**src/hdl/tdq_pkg.sv**
```systemverilog
`timescale 1ns / 1ps
// ----------------------------------------------------------------------------
// tdq_pkg
// Shared constants, codes and controller/datapath interface types for the
// timer deadline queue.
// ----------------------------------------------------------------------------
package tdq_pkg;

  localparam int CAPACITY      = 16;
  localparam int HANDLE_BITS   = 16;
  localparam int SLOT_BITS     = $clog2(CAPACITY);
  localparam int TIME_BITS     = 48;
  localparam int WAIT_BITS     = 32;
  localparam int INTERVAL_BITS = 32;
  localparam int ADVANCE_BITS  = 20;
  localparam int HOUT_BITS     = 16;
  localparam int HCMP_BITS     = (HANDLE_BITS > HOUT_BITS) ? HANDLE_BITS : HOUT_BITS;

  localparam logic [WAIT_BITS-1:0] IDLE_WAIT_RESET = 32'd60000000;

  localparam logic [1:0] OP_START  = 2'd0;
  localparam logic [1:0] OP_CANCEL = 2'd1;
  localparam logic [1:0] OP_TICK   = 2'd2;

  localparam logic [1:0] KIND_START   = 2'd0;
  localparam logic [1:0] KIND_CANCEL  = 2'd1;
  localparam logic [1:0] KIND_EXPIRED = 2'd2;
  localparam logic [1:0] KIND_WAIT    = 2'd3;

  typedef struct packed {
    logic accept;
    logic scan_start;
    logic scan_wait;
    logic emit_due;
    logic emit_wait;
  } tdq_cmd_t;

  typedef struct packed {
    logic scan_done;
    logic found;
  } tdq_status_t;

endpackage

```
**src/hdl/tdq_ctrl.sv**
```systemverilog
`timescale 1ns / 1ps
// ----------------------------------------------------------------------------
// tdq_ctrl
// Sequencer: takes requests, runs the due-entry scans of a tick and the
// final wait scan.
// ----------------------------------------------------------------------------
module tdq_ctrl (
  input  logic               clk,
  input  logic               rst,
  input  logic               start,
  input  logic [1:0]         operation,
  output logic               busy,
  output tdq_pkg::tdq_cmd_t  cmd,
  input  tdq_pkg::tdq_status_t status
);
  import tdq_pkg::*;

  typedef enum logic [1:0] {S_IDLE, S_DUE, S_WAIT} state_t;

  state_t state;

  always_comb begin
    cmd = '0;
    unique case (state)
      S_IDLE: begin
        if (start) begin
          cmd.accept     = 1'b1;
          cmd.scan_start = (operation == OP_TICK);
        end
      end
      S_DUE: begin
        if (status.scan_done) begin
          // rescan after each emitted entry, then switch to the wait scan
          cmd.scan_start = 1'b1;
          cmd.emit_due   = status.found;
          cmd.scan_wait  = !status.found;
        end
      end
      S_WAIT: begin
        cmd.emit_wait = status.scan_done;
      end
      default: begin
        cmd = '0;
      end
    endcase
  end

  always_ff @(posedge clk) begin
    if (rst) begin
      state <= S_IDLE;
      busy  <= 1'b0;
    end else begin
      unique case (state)
        S_IDLE: begin
          if (start && operation == OP_TICK) begin
            state <= S_DUE;
            busy  <= 1'b1;
          end
        end
        S_DUE: begin
          if (status.scan_done && !status.found) state <= S_WAIT;
        end
        S_WAIT: begin
          if (status.scan_done) begin
            state <= S_IDLE;
            busy  <= 1'b0;
          end
        end
        default: begin
          state <= S_IDLE;
          busy  <= 1'b0;
        end
      endcase
    end
  end

endmodule

```
**src/hdl/tdq_dp.sv**
```systemverilog
`timescale 1ns / 1ps
// ----------------------------------------------------------------------------
// tdq_dp
// Slot table, time counter, handle counter, two-stage slot scanner and
// result registers.
// ----------------------------------------------------------------------------
module tdq_dp (
  input  logic                                   clk,
  input  logic                                   rst,
  input  tdq_pkg::tdq_cmd_t                      cmd,
  output tdq_pkg::tdq_status_t                   status,
  input  logic [1:0]                             operation,
  input  logic [tdq_pkg::INTERVAL_BITS-1:0]      interval_us,
  input  logic [tdq_pkg::HOUT_BITS-1:0]          target_handle,
  input  logic [tdq_pkg::ADVANCE_BITS-1:0]       advance_us,
  input  logic                                   cfg_write,
  input  logic [tdq_pkg::WAIT_BITS-1:0]          cfg_data,
  output logic                                   result_valid,
  output logic [1:0]                             kind,
  output logic [tdq_pkg::HOUT_BITS-1:0]          handle,
  output logic                                   ok,
  output logic [tdq_pkg::TIME_BITS-1:0]          elapsed_us,
  output logic [tdq_pkg::WAIT_BITS-1:0]          wait_us,
  output logic                                   last
);
  import tdq_pkg::*;

  function automatic logic [HOUT_BITS-1:0] hout(input logic [HANDLE_BITS-1:0] h);
    logic [HCMP_BITS-1:0] x;
    x = HCMP_BITS'(h);
    return x[HOUT_BITS-1:0];
  endfunction

  logic [TIME_BITS-1:0]   now_us;
  logic [HANDLE_BITS-1:0] next_handle;
  logic [WAIT_BITS-1:0]   idle_wait;
  logic [CAPACITY-1:0]    slot_valid;
  logic [TIME_BITS-1:0]   slot_start    [CAPACITY];
  logic [TIME_BITS-1:0]   slot_interval [CAPACITY];
  logic [HANDLE_BITS-1:0] slot_handle   [CAPACITY];

  logic                   free_hit, match_hit;
  logic [SLOT_BITS-1:0]   free_idx, match_idx;

  logic                   scan_active, scan_wait_mode;
  logic [SLOT_BITS-1:0]   scan_idx;
  logic                   s1_issue, s1_v;
  logic [TIME_BITS-1:0]   s1_el, s1_iv;
  logic [HANDLE_BITS-1:0] s1_h;
  logic [SLOT_BITS-1:0]   s1_idx;

  logic                   found;
  logic [TIME_BITS-1:0]   best_val, best_el;
  logic [HANDLE_BITS-1:0] best_h;
  logic [SLOT_BITS-1:0]   best_idx;

  logic [TIME_BITS-1:0]   over, wdist;
  logic                   take_due, take_wait;

  always_comb begin
    free_hit  = 1'b0;
    free_idx  = '0;
    match_hit = 1'b0;
    match_idx = '0;
    for (int i = CAPACITY - 1; i >= 0; i--) begin
      if (!slot_valid[i]) begin
        free_hit = 1'b1;
        free_idx = SLOT_BITS'(i);
      end
      if (slot_valid[i] &&
          HCMP_BITS'(slot_handle[i]) == HCMP_BITS'(target_handle)) begin
        match_hit = 1'b1;
        match_idx = SLOT_BITS'(i);
      end
    end
  end

  assign over  = s1_el - s1_iv;
  assign wdist = s1_iv - s1_el;
  assign take_due = s1_issue && !scan_wait_mode && s1_v && (s1_el >= s1_iv) &&
                    (!found || over > best_val ||
                     (over == best_val && s1_h < best_h));
  assign take_wait = s1_issue && scan_wait_mode && s1_v && (!found || wdist < best_val);

  assign status.scan_done = !scan_active && !s1_issue;
  assign status.found     = found;

  // control state
  always_ff @(posedge clk) begin
    if (rst) begin
      now_us       <= '0;
      next_handle  <= '0;
      idle_wait    <= IDLE_WAIT_RESET;
      slot_valid   <= '0;
      scan_active  <= 1'b0;
      s1_issue     <= 1'b0;
      found        <= 1'b0;
      result_valid <= 1'b0;
    end else begin
      result_valid <= (cmd.accept && (operation == OP_START || operation == OP_CANCEL)) ||
                      cmd.emit_due || cmd.emit_wait;
      if (cfg_write) idle_wait <= cfg_data;
      if (cmd.accept) begin
        unique case (operation)
          OP_START: begin
            if (free_hit) begin
              slot_valid[free_idx] <= 1'b1;
              next_handle          <= next_handle + 1'b1;
            end
          end
          OP_CANCEL: begin
            if (match_hit) slot_valid[match_idx] <= 1'b0;
          end
          OP_TICK: now_us <= now_us + TIME_BITS'(advance_us);
          default: begin
          end
        endcase
      end
      if (cmd.emit_due) slot_valid[best_idx] <= 1'b0;

      s1_issue <= scan_active;
      if (scan_active && scan_idx == SLOT_BITS'(CAPACITY - 1)) scan_active <= 1'b0;
      if (take_due || take_wait) found <= 1'b1;
      if (cmd.scan_start) begin
        scan_active <= 1'b1;
        found       <= 1'b0;
      end
    end
  end

  // payload
  always_ff @(posedge clk) begin
    if (cmd.accept && operation == OP_START && free_hit) begin
      slot_start[free_idx]    <= now_us;
      slot_interval[free_idx] <= TIME_BITS'(interval_us);
      slot_handle[free_idx]   <= next_handle;
    end

    if (cmd.scan_start) begin
      scan_idx       <= '0;
      scan_wait_mode <= cmd.scan_wait;
    end else if (scan_active) begin
      scan_idx <= scan_idx + 1'b1;
    end
    s1_v   <= slot_valid[scan_idx];
    s1_el  <= now_us - slot_start[scan_idx];
    s1_iv  <= slot_interval[scan_idx];
    s1_h   <= slot_handle[scan_idx];
    s1_idx <= scan_idx;

    if (take_due) begin
      best_val <= over;
      best_el  <= s1_el;
      best_h   <= s1_h;
      best_idx <= s1_idx;
    end else if (take_wait) begin
      best_val <= wdist;
    end

    if (cmd.accept) begin
      kind       <= (operation == OP_START) ? KIND_START : KIND_CANCEL;
      ok         <= (operation == OP_START) ? free_hit : match_hit;
      handle     <= (operation == OP_START) ? (free_hit ? hout(next_handle) : '0)
                                            : target_handle;
      elapsed_us <= '0;
      wait_us    <= '0;
      last       <= 1'b1;
    end else if (cmd.emit_due) begin
      kind       <= KIND_EXPIRED;
      ok         <= 1'b1;
      handle     <= hout(best_h);
      elapsed_us <= best_el;
      wait_us    <= '0;
      last       <= 1'b0;
    end else if (cmd.emit_wait) begin
      kind       <= KIND_WAIT;
      ok         <= 1'b1;
      handle     <= '0;
      elapsed_us <= '0;
      wait_us    <= found ? best_val[WAIT_BITS-1:0] : idle_wait;
      last       <= 1'b1;
    end
  end

  a_emit_needs_hit: assert property (@(posedge clk) disable iff (rst)
    cmd.emit_due |-> found)
    else $error("expired result emitted without a due entry");

  a_scan_restart_idle: assert property (@(posedge clk) disable iff (rst)
    cmd.scan_start |-> (!scan_active && !s1_issue))
    else $error("scan restarted while running");

  a_wait_is_last: assert property (@(posedge clk) disable iff (rst)
    (result_valid && kind == KIND_WAIT) |-> last)
    else $error("wait report not marked last");

  a_due_clears_slot: assert property (@(posedge clk) disable iff (rst)
    cmd.emit_due |=> !slot_valid[$past(best_idx)])
    else $error("expired slot still valid");

endmodule

```
**src/hdl/timer_deadline_queue.sv**
```systemverilog
`timescale 1ns / 1ps
// ----------------------------------------------------------------------------
// timer_deadline_queue
// Table of pending timeouts with a microsecond counter: start, cancel, tick.
// ----------------------------------------------------------------------------
// Start and cancel requests: reply strobed in the cycle after accept, busy stays
// low, so a request may be taken every cycle.
// Tick: the one-slot-per-cycle scanner runs a due scan, a rescan after each
// expiration and a final wait scan; busy stays high until the wait scan ends.
// Results are strobed once each; the receiver cannot stall.
// Reset clears the time and handle counters and empties the table.
module timer_deadline_queue (
  input  logic                                 clk,
  input  logic                                 rst,
  input  logic                                 start,
  output logic                                 busy,
  input  logic [1:0]                           operation,
  input  logic [tdq_pkg::INTERVAL_BITS-1:0]    interval_us,
  input  logic [tdq_pkg::HOUT_BITS-1:0]        target_handle,
  input  logic [tdq_pkg::ADVANCE_BITS-1:0]     advance_us,
  input  logic                                 cfg_valid,
  output logic                                 cfg_ready,
  input  logic [tdq_pkg::WAIT_BITS-1:0]        cfg_data,
  output logic                                 result_valid,
  output logic [1:0]                           kind,
  output logic [tdq_pkg::HOUT_BITS-1:0]        handle,
  output logic                                 ok,
  output logic [tdq_pkg::TIME_BITS-1:0]        elapsed_us,
  output logic [tdq_pkg::WAIT_BITS-1:0]        wait_us,
  output logic                                 last
);
  import tdq_pkg::*;

  tdq_cmd_t    cmd;
  tdq_status_t status;

  assign cfg_ready = !busy;

  tdq_ctrl u_ctrl (
    .clk       (clk),
    .rst       (rst),
    .start     (start),
    .operation (operation),
    .busy      (busy),
    .cmd       (cmd),
    .status    (status)
  );

  tdq_dp u_dp (
    .clk           (clk),
    .rst           (rst),
    .cmd           (cmd),
    .status        (status),
    .operation     (operation),
    .interval_us   (interval_us),
    .target_handle (target_handle),
    .advance_us    (advance_us),
    .cfg_write     (cfg_valid && cfg_ready),
    .cfg_data      (cfg_data),
    .result_valid  (result_valid),
    .kind          (kind),
    .handle        (handle),
    .ok            (ok),
    .elapsed_us    (elapsed_us),
    .wait_us       (wait_us),
    .last          (last)
  );

endmodule

```
**config.mk**
```make
export PLATFORM = sky130hd
export DESIGN_NAME = timer_deadline_queue
export DESIGN_NICKNAME = d
export VERILOG_FILES = /design/src/hdl/tdq_pkg.sv /design/src/hdl/tdq_ctrl.sv /design/src/hdl/tdq_dp.sv /design/src/hdl/timer_deadline_queue.sv
export SDC_FILE = /design/constraint.sdc
export NUM_CORES = 2
export LEC_CHECK = 0
export BUFFER_PORTS_ARGS = -buffer_cell sky130_fd_sc_hd__buf_2
export CAP_MARGIN = 30
export CORE_MARGIN = 2
export CORE_UTILIZATION = 30
export CTS_BUF_LIST = sky130_fd_sc_hd__clkbuf_4
export CTS_CLUSTER_DIAMETER = 40
export DETAILED_ROUTE_END_ITERATION = 10
export HOLD_SLACK_MARGIN = 0.1
export SETUP_SLACK_MARGIN = 0.5
export SLEW_MARGIN = 20
export SYNTH_ARGS = -nofsm -noshare
export SYNTH_HDL_FRONTEND = slang
export SYNTH_SLANG_ARGS = --single-unit
```
**constraint.sdc**
```tcl
create_clock -name clk -period 13.6 [get_ports clk]
set_clock_uncertainty 0.2 [all_clocks]
set_input_delay 0.68 -clock clk [delete_from_list [all_inputs] [get_ports clk]]
set_output_delay 0.68 -clock clk [all_outputs]
set_load 0.03 [all_outputs]
```
==> results.json <==
{
  "outcome": "complete, no violations",
  "vdd_drop_max_mv": 0.141,
  "dieWidth_um": 545,
  "clk_latency_ns": 1.41,
  "area_growth_pct": 17.9,
  "period_minus_slack_ns": 7.41,
  "cpMaxStageDelayCell": "buf_4",
  "synthTopCellsByArea": "edfxtp_1 (57%), mux4_2 (12%), dfxtp_1 (7.1%)",
  "crit_chain": "inv_1 > ha_1 > nand4_1 > inv_1 > a221o_1 > o21ba_2 > o31ai_1 > nand2_1 > a31oi_1 > nor2_1 > xor2_1 > ha_1 > nand4_1 > nor3_1 > nand4_1 > or3_1 > nand3_1 > or4_1 > o311ai_4 > inv_4 > buf_4 > o21ai_1 > xnor2_1",
  "fin_util_pct": 35.5,
  "critPathKind": "reg2reg",
  "root_buffer": "clkbuf_4",
  "viasPerCell": 5.08,
  "core_area_um2": 291000,
  "fin_nets": 6819,
  "vias": 54700,
  "syn-num-nets": 5963,
  "clkTransAtPathRegs_ns": 0.06,
  "critPathTopFamily": "simple AND/OR/NAND/NOR gates",
  "pin_count": 209,
  "crit_fanout": 53,
  "max_freq_mhz": 135,
  "slew_headroom_pct": 8.37,
  "cts_resized": 0,
  "synthXorXnorAreaFrac_pct": 4.48,
  "cts_max_level": 6,
  "ys_ff_latch": 1981,
  "hold_buffers": 276,
  "synth_area_um2": 87700,
  "fp-row-count": 198,
  "cp_num_buf_inv": 4,
  "die_area_um2": 297000,
  "die_h_um": 545,
  "drive_above_1_share_pct": 26.1,
  "yosysUniqueCellTypes": 97,
  "place.port_buffers": 208,
  "clock_sinks": 1981,
  "cts_tree": "yes",
  "hold_class": "reg2reg",
  "drtAntennaViolNets": 0,
  "grt_max_degree": 150,
  "required_ns": 14.52,
  "arrival_ns": 8.33,
  "cap_violations": 0,
  "synth_top_area_cell": "edfxtp_1",
  "synth_top_family_by_area": "multiplexers",
  "grt_usage_pct": 17.6,
  "antenna_found_initial": 24,
  "leakage_nw": 36.6,
  "timing.critical_path.mode_cell": "nand4_1",
  "async_flop_share_pct": 0,
  "regArea_um2": 56400,
  "clockBufferDepth": 4,
  "synth_top_area_share_pct": 57.3,
  "synth_adder_area_share_pct": 3.56,
  "whs_ns": 0.196,
  "grt-ovfl-total": 0,
  "end_kind": "flip-flop",
  "ys_warn_count": 0,
  "fin_crit_sh_pct": 54.5,
  "wl_per_cell_um": 24.8,
  "multi_input_area_um2": 29300,
  "synth_enable_flop_cells": 1672,
  "dp_hpwl_um": 169000,
  "fillers": 27800,
  "finalSetupViolCount": 0,
  "drt_drc_violations_left": 0,
  "grt_pass1_vias": 55400,
  "synthMuxAreaShare_pct": 13.3,
  "hold_viol_final": 0,
  "setup_ws_ns": 6.19,
  "syn_area_per_cell_um2": 15.6,
  "cpPeakStageDelay_ns": 0.79,
  "drv_slew": 0,
  "synth-main-ff-cell": "edfxtp_1",
  "fin_tns_setup_ns": 0,
  "worst_slew_pin_slew_ns": 1.37,
  "cts_setup_buffers": 0,
  "yosys.area_share.simple_pct": 6.35,
  "grt_pass1_wl_um": 382000,
  "power_mw": 18.9,
  "pwr_density_cell_nw_per_um2": 183,
  "initial_core_util_pct": 30.1,
  "ys_seq_area_share_pct": 64.3,
  "rsz0062_at_grt": "false",
  "postSynthCellCount": 5610,
  "firstDrtPassIters": 7,
  "pre_cts_ws_ns": 6.25,
  "routed_wl_um": 267000,
  "gp_congestion": 0.909,
  "synth_compound_gate_area_share_pct": 5.59,
  "dr.first_iter.drc_count": 5071,
  "cp-start-kind": "flip-flop",
  "cts_buffers": 546
}
## sequential cells by signal (all words and copies together), names as in the netlist, 2 cells and up, named ones only
signal / count
u_dp.wait_us: 32
u_dp.idle_wait: 32
u_dp.scan_idx: 4
u_dp.slot_interval: 512
u_dp.best_idx: 4
u_dp.slot_handle: 256
u_dp.slot_start: 768
u_dp.handle: 16
u_dp.s1_el: 48
u_dp.kind: 2
u_dp.next_handle: 16
u_dp.s1_h: 16
u_dp.best_el: 48
u_dp.s1_iv: 32
u_dp.best_val: 48
u_ctrl.state: 2
u_dp.now_us: 48
u_dp.slot_valid: 16
u_dp.elapsed_us: 48
u_dp.best_h: 16
u_dp.s1_idx: 4
## metal layers
metal  global-route usage, %  share of wire (%)  wire length, µm  vias up
li1                        -                  -                -    23900
met1                    22.7                 41           110000    28000
met2                    28.7                 48           128000     2286
met3                    3.40                6.6            17700      494
met4                    8.21                4.4            11700       16
met5                       0              0.039              103        -
## layout make-up
type / count / share of cell area [%]
inverter: 243 / 0.885
clock buffer: 829 / 6.02
antenna: 16 / 0.0387
clock inverter: 108 / 0.774
tap: 3900 / 4.72
sequential: 1981 / 54.6
timing repair buffer: 578 / 4.57
multi-input combinational: 3116 / 28.4
## placed cells by master, fill, tap and decap left out, drive strengths merged, types with 128 or more instances in the layout
cell type    count
dlygate4sd3    276
nor2           226
clkbuf         832
o21ai          128
inv            256
xor2           213
buf            299
edfxtp        1672
mux4           485
xnor2          235
dfxtp          309
ha             243
nand2          339
a21oi          275
## where the power goes
group	internal, mW	switching [mW]
Clock	3.02	2.48
Sequential	6.85	0.377
Combinational	2.69	3.48
## worst register-to-register path: stages, from the launching register on
cell and delay [ns]:
dfxtp_1 0.33, inv_1 0.05, ha_1 0.59, nand4_1 0.25, inv_1 0.15, a221o_1 0.23
o21ba_2 0.21, o31ai_1 0.64, nand2_1 0.17, a31oi_1 0.57, nor2_1 0.17, xor2_1 0.18
ha_1 0.33, nand4_1 0.12, nor3_1 0.39, nand4_1 0.21, or3_1 0.46, nand3_1 0.11
or4_1 0.15, o311ai_4 0.12, inv_4 0.31, buf_4 0.79, o21ai_1 0.22, xnor2_1 0.16
## cell families (layout without fill, tap and decap cells)
| kind of cell | count (synthesis) | after routing |
|---|---|---|
| compound gates | 750 | 750 |
| simple gates | 1116 | 1116 |
| flops | 1981 | 1981 |
| other cells | 0 | 16 |
| xor+xnor | 448 | 448 |
| mux | 555 | 555 |
| buf+inv | 513 | 1758 |
| fa+ha+maj | 247 | 247 |
## worst paths after layout
| kind | slack, ns | to | start | cells past startpoint |
|---|---|---|---|---|
| max reg2reg | 6.19 | u_dp.best_val[32]$_DFFE_PP_ | u_dp.s1_iv[22]$_DFF_P_ | 23 |
| min | 0.20 | u_dp.best_idx[2]$_DFFE_PP_ | u_dp.s1_idx[2]$_DFF_P_ | 0 |
| min reg2reg | 0.20 | u_dp.best_idx[2]$_DFFE_PP_ | u_dp.s1_idx[2]$_DFF_P_ | 0 |
| max | 6.19 | u_dp.best_val[32]$_DFFE_PP_ | u_dp.s1_iv[22]$_DFF_P_ | 23 |
## cells in the mapped netlist, drive strengths merged (65+ instances only)
cell    number
a21o        72
a21oi      275
buf        115
clkbuf     155
dfxtp      309
edfxtp    1672
ha         243
inv        242
mux4       485
nand2      339
nand3      113
nand4       78
nor2       226
nor3        65
o21ai      128
xnor2      235
xor2       213
## metrics by stage
stage | std cells | cell area [µm²]
2_1_floorplan | 5610 | 87700
3_3_place_gp | 9530 | 93300
3_5_place_dp | 9536 | 93400
4_1_cts | 10700 | 103000
5_1_grt | 10800 | 103000
6_report | 10800 | 103000
(Power assumes the default switching activity.)
